[src/rtl/core/plf_pkg.sv]
package plf_pkg;

  localparam int unsigned LetterW = 5;
  localparam int unsigned Letters = 26;
  localparam int unsigned Cells   = 25;
  localparam int unsigned Side    = 5;
  localparam int unsigned CmdDepth = 2;
  localparam int unsigned CmdPtrW  = $clog2(CmdDepth);
  localparam int unsigned CmdCntW  = $clog2(CmdDepth + 1);

  typedef logic [LetterW-1:0] letter_t;

  localparam letter_t LetI = letter_t'(8);
  localparam letter_t LetJ = letter_t'(9);
  localparam letter_t LetZ = letter_t'(25);

  typedef enum logic [1:0] {
    ACT_KEY   = 2'd0,
    ACT_CLOSE = 2'd1,
    ACT_TEXT  = 2'd2,
    ACT_END   = 2'd3
  } action_e;

  typedef enum logic [1:0] {
    CMD_PLACE = 2'd0,
    CMD_CLOSE = 2'd1,
    CMD_PAIR  = 2'd2
  } cmd_kind_e;

  typedef struct packed {
    cmd_kind_e kind;
    letter_t   a;
    letter_t   b;
  } cmd_t;

endpackage

[src/rtl/core/plf_ifs.sv]
interface plf_in_if;
  logic             valid;
  logic             ready;
  logic [1:0]       action;
  plf_pkg::letter_t letter;

  modport source (output valid, action, letter, input ready);
  modport sink (input valid, action, letter, output ready);
endinterface

interface plf_out_if;
  logic             valid;
  logic             ready;
  plf_pkg::letter_t cipher_letter;
  logic             pair_last;

  modport source (output valid, cipher_letter, pair_last, input ready);
  modport sink (input valid, cipher_letter, pair_last, output ready);
endinterface

[src/rtl/core/plf_front.sv]
module plf_front (
  input  logic          clk_i,
  input  logic          rst_ni,
  plf_in_if.sink        item_i,
  output plf_pkg::cmd_t cmd_o,
  output logic          cmd_push_o,
  input  logic          cmd_ready_i
);

  logic                          closed_q, closed_d;
  logic [plf_pkg::Letters-1:0]   used_q, used_d;
  plf_pkg::letter_t              held_q, held_d;
  logic                          held_valid_q, held_valid_d;

  logic             accept;
  logic             letter_ok;
  logic             push;
  plf_pkg::letter_t text_let;

  assign item_i.ready = cmd_ready_i;
  assign accept       = item_i.valid && cmd_ready_i;
  assign letter_ok    = item_i.letter < plf_pkg::LetterW'(plf_pkg::Letters);
  assign text_let     = (item_i.letter == plf_pkg::LetJ) ? plf_pkg::LetI : item_i.letter;

  always_comb begin
    closed_d     = closed_q;
    used_d       = used_q;
    held_d       = held_q;
    held_valid_d = held_valid_q;
    push         = 1'b0;
    cmd_o.kind   = plf_pkg::CMD_PLACE;
    cmd_o.a      = item_i.letter;
    cmd_o.b      = plf_pkg::LetZ;
    case (plf_pkg::action_e'(item_i.action))
      plf_pkg::ACT_KEY: begin
        // Repeated keyword letters are dropped here, so the back end only sees new ones.
        if (!closed_q && letter_ok && item_i.letter != plf_pkg::LetJ &&
            !used_q[item_i.letter]) begin
          push = 1'b1;
          if (accept) begin
            used_d[item_i.letter] = 1'b1;
          end
        end
      end
      plf_pkg::ACT_CLOSE: begin
        if (!closed_q) begin
          push       = 1'b1;
          cmd_o.kind = plf_pkg::CMD_CLOSE;
          if (accept) begin
            closed_d = 1'b1;
          end
        end
      end
      plf_pkg::ACT_TEXT: begin
        if (closed_q && letter_ok) begin
          if (!held_valid_q) begin
            if (accept) begin
              held_d       = text_let;
              held_valid_d = 1'b1;
            end
          end else begin
            push       = 1'b1;
            cmd_o.kind = plf_pkg::CMD_PAIR;
            cmd_o.a    = held_q;
            cmd_o.b    = (text_let == held_q) ? plf_pkg::LetZ : text_let;
            if (accept) begin
              held_valid_d = 1'b0;
            end
          end
        end
      end
      plf_pkg::ACT_END: begin
        if (closed_q && held_valid_q) begin
          push       = 1'b1;
          cmd_o.kind = plf_pkg::CMD_PAIR;
          cmd_o.a    = held_q;
          cmd_o.b    = plf_pkg::LetZ;
          if (accept) begin
            held_valid_d = 1'b0;
          end
        end
      end
      default: begin
        push = 1'b0;
      end
    endcase
  end

  assign cmd_push_o = accept && push;

  always_ff @(posedge clk_i or negedge rst_ni) begin
    if (!rst_ni) begin
      closed_q     <= 1'b0;
      used_q       <= '0;
      held_q       <= '0;
      held_valid_q <= 1'b0;
    end else begin
      closed_q     <= closed_d;
      used_q       <= used_d;
      held_q       <= held_d;
      held_valid_q <= held_valid_d;
    end
  end

endmodule

[src/rtl/core/plf_cmd_fifo.sv]
module plf_cmd_fifo (
  input  logic          clk_i,
  input  logic          rst_ni,
  input  logic          push_i,
  input  plf_pkg::cmd_t cmd_i,
  output logic          ready_o,
  output logic          valid_o,
  output plf_pkg::cmd_t cmd_o,
  input  logic          pop_i
);

  plf_pkg::cmd_t                  slot_q [plf_pkg::CmdDepth];
  logic [plf_pkg::CmdPtrW-1:0]    wr_ptr_q, rd_ptr_q;
  logic [plf_pkg::CmdCntW-1:0]    count_q;
  logic                           do_push, do_pop;

  localparam logic [plf_pkg::CmdPtrW-1:0] LastPtr = plf_pkg::CmdPtrW'(plf_pkg::CmdDepth - 1);

  assign ready_o = count_q != plf_pkg::CmdCntW'(plf_pkg::CmdDepth);
  assign valid_o = count_q != '0;
  assign cmd_o   = slot_q[rd_ptr_q];
  assign do_push = push_i && ready_o;
  assign do_pop  = pop_i && valid_o;

  always_ff @(posedge clk_i) begin
    if (do_push) begin
      slot_q[wr_ptr_q] <= cmd_i;
    end
  end

  always_ff @(posedge clk_i or negedge rst_ni) begin
    if (!rst_ni) begin
      wr_ptr_q <= '0;
      rd_ptr_q <= '0;
      count_q  <= '0;
    end else begin
      if (do_push) begin
        wr_ptr_q <= (wr_ptr_q == LastPtr) ? '0 : wr_ptr_q + 1'b1;
      end
      if (do_pop) begin
        rd_ptr_q <= (rd_ptr_q == LastPtr) ? '0 : rd_ptr_q + 1'b1;
      end
      if (do_push && !do_pop) begin
        count_q <= count_q + 1'b1;
      end else if (do_pop && !do_push) begin
        count_q <= count_q - 1'b1;
      end
    end
  end

endmodule

[src/rtl/core/plf_back.sv]
module plf_back (
  input  logic          clk_i,
  input  logic          rst_ni,
  input  logic          cmd_valid_i,
  input  plf_pkg::cmd_t cmd_i,
  output logic          cmd_pop_o,
  plf_out_if.source     result_o
);

  typedef enum logic [4:0] {
    S_IDLE = 5'b00001,
    S_FILL = 5'b00010,
    S_LOOK = 5'b00100,
    S_OUT0 = 5'b01000,
    S_OUT1 = 5'b10000
  } state_e;

  state_e                        state_q, state_d;
  plf_pkg::letter_t              fill_q, fill_d;
  logic [plf_pkg::Letters-1:0]   used_q, used_d;
  plf_pkg::letter_t              walk_q, walk_d;

  // Key square (cell to letter) and its inverse (letter to cell).
  plf_pkg::letter_t square_mem [plf_pkg::Cells];
  plf_pkg::letter_t place_mem  [plf_pkg::Letters];
  plf_pkg::letter_t place_a_q, place_b_q;
  plf_pkg::letter_t sq_a_q, sq_b_q;

  logic             wr_req, wr_en;
  plf_pkg::letter_t wr_let;
  logic             place_rd_en, sq_rd_en;
  plf_pkg::letter_t cell_a, cell_b;

  function automatic logic [2:0] row_of(plf_pkg::letter_t p);
    logic [8:0] prod;
    // For cell numbers below 25, (p * 13) >> 6 equals p / 5.
    prod = {4'b0, p} * 9'd13;
    return prod[8:6];
  endfunction

  function automatic logic [2:0] col_of(plf_pkg::letter_t p);
    logic [4:0] base;
    base = {2'b0, row_of(p)} * 5'd5;
    return 3'(p - base);
  endfunction

  function automatic logic [2:0] step_of(logic [2:0] v);
    return (v == 3'(plf_pkg::Side - 1)) ? 3'd0 : v + 3'd1;
  endfunction

  function automatic plf_pkg::letter_t cell_of(logic [2:0] r, logic [2:0] c);
    return ({2'b0, r} * 5'(plf_pkg::Side)) + {2'b0, c};
  endfunction

  always_comb begin
    logic [2:0] ra, ca, rb, cb;
    ra = row_of(place_a_q);
    ca = col_of(place_a_q);
    rb = row_of(place_b_q);
    cb = col_of(place_b_q);
    if (ra == rb) begin
      cell_a = cell_of(ra, step_of(ca));
      cell_b = cell_of(rb, step_of(cb));
    end else if (ca == cb) begin
      cell_a = cell_of(step_of(ra), ca);
      cell_b = cell_of(step_of(rb), cb);
    end else begin
      cell_a = cell_of(ra, cb);
      cell_b = cell_of(rb, ca);
    end
  end

  always_comb begin
    state_d     = state_q;
    walk_d      = walk_q;
    wr_req      = 1'b0;
    wr_let      = cmd_i.a;
    place_rd_en = 1'b0;
    sq_rd_en    = 1'b0;
    cmd_pop_o   = 1'b0;
    case (state_q)
      S_IDLE: begin
        if (cmd_valid_i) begin
          cmd_pop_o = 1'b1;
          case (cmd_i.kind)
            plf_pkg::CMD_PLACE: begin
              wr_req = 1'b1;
            end
            plf_pkg::CMD_CLOSE: begin
              walk_d  = '0;
              state_d = S_FILL;
            end
            plf_pkg::CMD_PAIR: begin
              place_rd_en = 1'b1;
              state_d     = S_LOOK;
            end
            default: begin
              state_d = S_IDLE;
            end
          endcase
        end
      end
      S_FILL: begin
        // One letter of the alphabet is checked per cycle.
        wr_let = walk_q;
        wr_req = (walk_q != plf_pkg::LetJ) && !used_q[walk_q];
        walk_d = walk_q + 1'b1;
        if (walk_q == plf_pkg::LetterW'(plf_pkg::Letters - 1)) begin
          state_d = S_IDLE;
        end
      end
      S_LOOK: begin
        sq_rd_en = 1'b1;
        state_d  = S_OUT0;
      end
      S_OUT0: begin
        if (result_o.ready) begin
          state_d = S_OUT1;
        end
      end
      S_OUT1: begin
        if (result_o.ready) begin
          state_d = S_IDLE;
        end
      end
      default: begin
        state_d = S_IDLE;
      end
    endcase
  end

  assign wr_en = wr_req && (fill_q < plf_pkg::LetterW'(plf_pkg::Cells));

  always_comb begin
    fill_d = fill_q;
    used_d = used_q;
    if (wr_en) begin
      fill_d         = fill_q + 1'b1;
      used_d[wr_let] = 1'b1;
    end
  end

  always_ff @(posedge clk_i) begin
    if (wr_en) begin
      square_mem[fill_q] <= wr_let;
      place_mem[wr_let]  <= fill_q;
    end
    if (place_rd_en) begin
      place_a_q <= place_mem[cmd_i.a];
      place_b_q <= place_mem[cmd_i.b];
    end
    if (sq_rd_en) begin
      sq_a_q <= square_mem[cell_a];
      sq_b_q <= square_mem[cell_b];
    end
  end

  always_ff @(posedge clk_i or negedge rst_ni) begin
    if (!rst_ni) begin
      state_q <= S_IDLE;
      fill_q  <= '0;
      used_q  <= '0;
      walk_q  <= '0;
    end else begin
      state_q <= state_d;
      fill_q  <= fill_d;
      used_q  <= used_d;
      walk_q  <= walk_d;
    end
  end

  assign result_o.valid         = (state_q == S_OUT0) || (state_q == S_OUT1);
  assign result_o.cipher_letter = (state_q == S_OUT1) ? sq_b_q : sq_a_q;
  assign result_o.pair_last     = (state_q == S_OUT1);

endmodule

[src/rtl/core/playfair_digraph_encryptor.sv]
// Keyword and plaintext letters are taken one per cycle while the command queue has room.
// The first cipher letter of a pair is valid once its second letter has gone through the
// command queue, place lookup and square lookup; the second follows once the first is taken.
// The back end takes one pair at a time and walks the alphabet, one letter per cycle, on a close.
// Reset is asynchronous and active low; it clears control state, the square memories are not
// cleared and are rebuilt from the next key.
module playfair_digraph_encryptor (
  input  logic      clk_i,
  input  logic      rst_ni,
  plf_in_if.sink    item_i,
  plf_out_if.source result_o
);

  plf_pkg::cmd_t front_cmd, back_cmd;
  logic          front_push, fifo_ready, fifo_valid, back_pop;

  plf_front u_front (
    .clk_i       (clk_i),
    .rst_ni      (rst_ni),
    .item_i      (item_i),
    .cmd_o       (front_cmd),
    .cmd_push_o  (front_push),
    .cmd_ready_i (fifo_ready)
  );

  plf_cmd_fifo u_fifo (
    .clk_i   (clk_i),
    .rst_ni  (rst_ni),
    .push_i  (front_push),
    .cmd_i   (front_cmd),
    .ready_o (fifo_ready),
    .valid_o (fifo_valid),
    .cmd_o   (back_cmd),
    .pop_i   (back_pop)
  );

  plf_back u_back (
    .clk_i       (clk_i),
    .rst_ni      (rst_ni),
    .cmd_valid_i (fifo_valid),
    .cmd_i       (back_cmd),
    .cmd_pop_o   (back_pop),
    .result_o    (result_o)
  );

endmodule

[src/flat_wrapper.sv]
// flat-port wrapper written by rule: the top's interface ports become plain ports
module playfair_digraph_encryptor_flat 
  (clk_i, rst_ni, item_i_valid, item_i_action, item_i_letter, item_i_ready, result_o_valid, result_o_cipher_letter, result_o_pair_last, result_o_ready);
  plf_in_if item_i_i ();
  plf_out_if result_o_i ();
  input  logic clk_i;
  input  logic rst_ni;
  input wire logic [$bits(item_i_i.valid)-1:0] item_i_valid;
  input wire logic [$bits(item_i_i.action)-1:0] item_i_action;
  input wire logic [$bits(item_i_i.letter)-1:0] item_i_letter;
  output wire logic [$bits(item_i_i.ready)-1:0] item_i_ready;
  output wire logic [$bits(result_o_i.valid)-1:0] result_o_valid;
  output wire logic [$bits(result_o_i.cipher_letter)-1:0] result_o_cipher_letter;
  output wire logic [$bits(result_o_i.pair_last)-1:0] result_o_pair_last;
  input wire logic [$bits(result_o_i.ready)-1:0] result_o_ready;
  assign item_i_i.valid = item_i_valid;
  assign item_i_i.action = item_i_action;
  assign item_i_i.letter = item_i_letter;
  assign item_i_ready = item_i_i.ready;
  assign result_o_valid = result_o_i.valid;
  assign result_o_cipher_letter = result_o_i.cipher_letter;
  assign result_o_pair_last = result_o_i.pair_last;
  assign result_o_i.ready = result_o_ready;
  playfair_digraph_encryptor u_core (.clk_i(clk_i), .rst_ni(rst_ni), .item_i(item_i_i), .result_o(result_o_i));
endmodule
[config.mk]
export PLATFORM = sky130hd
export DESIGN_NAME = playfair_digraph_encryptor_flat
export DESIGN_NICKNAME = d
export VERILOG_FILES = /design/src/rtl/core/plf_pkg.sv /design/src/rtl/core/plf_ifs.sv /design/src/rtl/core/plf_front.sv /design/src/rtl/core/plf_cmd_fifo.sv /design/src/rtl/core/plf_back.sv /design/src/rtl/core/playfair_digraph_encryptor.sv /design/src/flat_wrapper.sv
export SDC_FILE = /design/constraint.sdc
export NUM_CORES = 1
export LEC_CHECK = 0
export BUFFER_PORTS_ARGS = -buffer_cell sky130_fd_sc_hd__buf_4
export CAP_MARGIN = 30
export CORE_MARGIN = 2
export CORE_UTILIZATION = 59
export CTS_CLUSTER_SIZE = 30
export DETAILED_ROUTE_END_ITERATION = 8
export PLACE_DENSITY_LB_ADDON = 0.05
export SYNTH_ARGS = -nofsm -noshare
export SYNTH_HDL_FRONTEND = slang
export SYNTH_SLANG_ARGS = --single-unit
[constraint.sdc]
create_clock -name clk_i -period 12 [get_ports clk_i]
set_clock_uncertainty 0.05 [all_clocks]
set_input_delay 1.2 -clock clk_i [delete_from_list [all_inputs] [get_ports clk_i]]
set_output_delay 1.2 -clock clk_i [all_outputs]
set_load 0.03 [all_outputs]
==> reports/metrics.csv <==
stage,metric,value,unit
outcome,outcome,"complete, no violations",
sta,count of pins over their slew limit,0,
global_route,global-route wire length before repair,83.1,mm
synth,sequential-to-total area share from yosys stat,52.8,%
clock_tree,Post-CTS Hold Fix Bufs,0,
critical_path,Critical Path Max Stage Delay,620,ps
die,Total Die Area,36600,µm²
min_path,depth of the worst hold-timing path,0,
final_layout,P&R area growth vs syn,9.42,%
clock_tree,Num CTS Buffers,40,
critical_path,Worst Path Required,12240,ps
sta,Setup Total Neg Slack,0,ps
die,initial core utilization,59.9,%
final_layout,total inserted antenna cells,0,
run,maximum capacitance violations,0,
min_path,class of the tightest hold or removal check,flip-flop to flip-flop,
clock_tree,clock tree from TritonCTS,built,
synth,synthesized flop and latch total,377,
global_route,largest net degree at the start of global routing,62,
final_layout,utilization of the core after routing,65.5,%
synth,number of enable-type register cells in the synthesized netlist,299,
final_layout,final net count,1830,
die,FP Rows,68,
detailed_routing,detailed router's first-iteration violation count,1276,
critical_path,CP Cell Sequence,"ha_1, fa_1, ha_1, and3_1, a22oi_1, nand2_2, inv_1, ha_1, fa_1, inv_1, ha_1, nor2_1, mux2_2, ha_1, a2111oi_0, a311oi_1, or4_1, nand2_8, mux2i_1, mux2i_1, mux4_2, a22o_1",
clock_tree,Post-CTS Setup Inserts,0,
critical_path,CP Capture Type,flip-flop,
clock_tree,post-cts sizing count,0,
sta,timing-limited maximum frequency,129,MHz
placed_design,routability-driven placement congestion ratio,0.921,
critical_path,depth of the worst register-to-register path,22,
sta,Slew Limit Headroom,29.2,%
detailed_routing,# DRC,0,
critical_path,library cell contributing the largest single delay on the critical path,or4_1,
synth,Yosys top cell by area,edfxtp_1,
sta,share of the clock period used by the worst path after layout,64.7,%
synth,synthesized instance count,1742,
synth,area share of the largest cell type after synthesis,43.4,%
critical_path,worst-path maximum fanout,55,
placed_design,total of buffers placed on input and output ports,18,
final_layout,number of filler instances in the final layout,2657,
min_path,endpoint of the worst hold-timing path,u_core.u_front.used_q[9],
critical_path,Crit path top cell by count,ha_1,
critical_path,reg-to-reg critical path endpoint,u_core.u_back.sq_b_q[2],
detailed_routing,routed len/inst,24.0,µm
die,Vert. Die Dim,191,µm
sta,fin worst setup slack,4240,ps
global_route,overall track demand over capacity in global routing,29.9,%
die,number of placed I/O pins,19,
detailed_routing,total length of routed wires,53.5,mm
detailed_routing,detailed-routing iteration count for the pre-antenna-repair pass,5,
sta,final setup violating endpoints,0,
clock_tree,clock-pin slew reported for the worst setup and hold paths after clock tree synthesis,60,ps
sta,Final Hold Fails,0,
synth,mean area per synthesized cell,11.9,µm²
synth,leading post-synthesis cells by cell area,"edfxtp_1, dfrtp_1, mux4_2, mux2i_1, nand2_1",
die,horizontal die dimension,191,µm
sta,time the worst path needs with I/O delays and setup,7760,ps
synth,list of most frequent post-synthesis cells,"edfxtp_1, nand2_1, mux2i_1, nor2_1, dfrtp_1",
detailed_routing,vias per std cell,6.53,
global_route,number of antenna violations at the first check in global routing,0,
placed_design,placed wire-length estimate,37.1,mm
clock_tree,CTS HTree Levels,2,
min_path,Min-Delay Startpoint,u_core.u_front.used_q[9],
die,core region area,34500,µm²
global_route,leftover overflow at the end of global routing,0,
detailed_routing,number of antenna-violating nets in the routed design,0,
synth,most used flip-flop cell after synthesis,edfxtp_1,
synth,Yosys warnings,0,
clock_tree,Worst-Skew Late Latency,560,ps
sta,Least-Margin Pin Slew,1060,ps
detailed_routing,detailed-route via count,14600,
critical_path,critical register-to-register path startpoint,u_core.u_back.place_b_q[2],
synth,synthesized net count,1827,
synth,library cells used by synthesis,90,
synth,most common cell in the netlist,edfxtp_1,
sta,unrepaired setup endpoints after global routing,no,
final_layout,layout cell share with drive strength beyond 1,13.8,%
critical_path,flop2flop setup slack,4240,ps
synth,async set-reset flop share out of synthesis,20.7,%
clock_tree,CTS sink cnt,377,
placed_design,setup slack after placement,4400,ps
synth,Post-Synthesis Cell Area,20700,µm²
clock_tree,buffer depth of the longest clock path,3,
global_route,number of global-route vias before repair,14300,
critical_path,launching element type of the critical path,flip-flop,
critical_path,Critical Path AT,8000,ps
clock_tree,master cell of the clock root buffer,clkbuf_16,
critical_path,Crit Path Category,flip-flop to flip-flop,
==> logic make-up (layout without fill, tap and decap cells) <==
kind of cell | Yosys count | in the layout | synth area share (%)
XOR/XNOR | 46 | 46 | 2.17
AO/OA/AOI/OAI | 346 | 346 | 12.1
multiplexers | 178 | 178 | 11.9
flip-flops | 377 | 377 | 52.8
buffers and inverters | 146 | 180 | 3.13
adder cells (fa/ha/maj) | 74 | 74 | 4.69
AND/OR/NAND/NOR | 575 | 575 | 13.2
==> per-stage QoR <==
stage          cell area (µm²)  hold slack (ps)  std cells
6_report                 22600              334       2231
3_5_place_dp             21300              322       2157
3_3_place_gp             21200              315       2150
4_1_cts                  22600              336       2230
5_1_grt                  22600              368       2231
2_1_floorplan            20700              373       1742
==> metal layers <==
metal / global-route usage (%) / wire length [µm]
met2: 49.7 / 26100
met3: 4.26 / 3520
met1: 40.8 / 22200
met5: 0 / 0
met4: 9.82 / 1700
==> how the worst max path moves through the flow <==
stage,slack (ps),startpoint,endpoint
after floorplan,5480,u_core.u_back.place_b_q[1],u_core.u_back.sq_b_q[2]
after global placement,4480,u_core.u_back.place_b_q[2],u_core.u_back.sq_b_q[4]
after detailed placement,4400,u_core.u_back.place_b_q[2],u_core.u_back.sq_b_q[2]
after CTS,4360,u_core.u_back.place_b_q[2],u_core.u_back.sq_b_q[2]
after global routing,4000,u_core.u_back.place_b_q[2],u_core.u_back.sq_b_q[2]
final,4240,u_core.u_back.place_b_q[2],u_core.u_back.sq_b_q[2]
==> critical path, delay by kind of cell (launching register included) <==
kind / cells / cell delay (ps)
fa+ha+maj: 7 / 2480
simple gates: 5 / 1550
mux: 4 / 1260
compound gates: 4 / 1150
flops: 1 / 490
buf+inv: 2 / 490
==> state kept, by name (all words and copies together) (netlist names) <==
register and flops:
u_core.u_back.walk_q 5, u_core.u_back.place_mem 130, u_core.u_back.state_q 5, u_core.u_back.sq_b_q 5, u_core.u_front.held_q 5, u_core.u_fifo.wr_ptr_q 1, u_core.u_back.fill_q 5, u_core.u_fifo.rd_ptr_q 1
u_core.u_back.sq_a_q 5, u_core.u_back.place_b_q 5, u_core.u_front.held_valid_q 1, u_core.u_front.closed_q 1, u_core.u_fifo.slot_q 24, u_core.u_back.used_q 26, u_core.u_front.used_q 26, u_core.u_fifo.count_q 2
u_core.u_back.place_a_q 5, u_core.u_back.square_mem 125
==> cell type report <==
cell class / instances / area (µm²) / share of cell area (%)
flip-flops and latches: 377 / 10900 / 48.3
multi-input cells: 1219 / 9170 / 40.5
clock buffers: 54 / 1080 / 4.79
well taps: 455 / 569 / 2.51
repair buffers: 52 / 460 / 2.03
clock inverters: 19 / 211 / 0.934
inverters: 55 / 206 / 0.912
==> cell usage in the layout, fill, tap and decap left out, types with 7 or more instances in the layout <==
master	instances
nor3_1	21
mux2i_1	89
a32oi_1	7
o21ai_0	36
buf_4	46
edfxtp_1	299
a31oi_1	18
o21bai_1	13
and3_1	29
inv_1	54
a311oi_1	35
clkbuf_16	40
o31ai_1	9
or3_1	8
nand3_1	51
mux4_2	51
and2_1	17
nand4_1	8
mux2_2	27
a221oi_1	7
nor2_1	96
nand2_1	255
clkbuf_1	11
a21oi_1	53
a21o_1	36
or2_2	21
o22ai_1	7
o211ai_1	10
nand3b_1	7
xnor2_1	25
nand2b_1	13
a211oi_1	44
dfrtp_1	77
ha_1	68
nor2b_1	13
a22oi_1	18
xor2_1	17
Power is not shown: default switching activity piles up to over one toggle a cycle in this logic, so the estimate is an artifact.
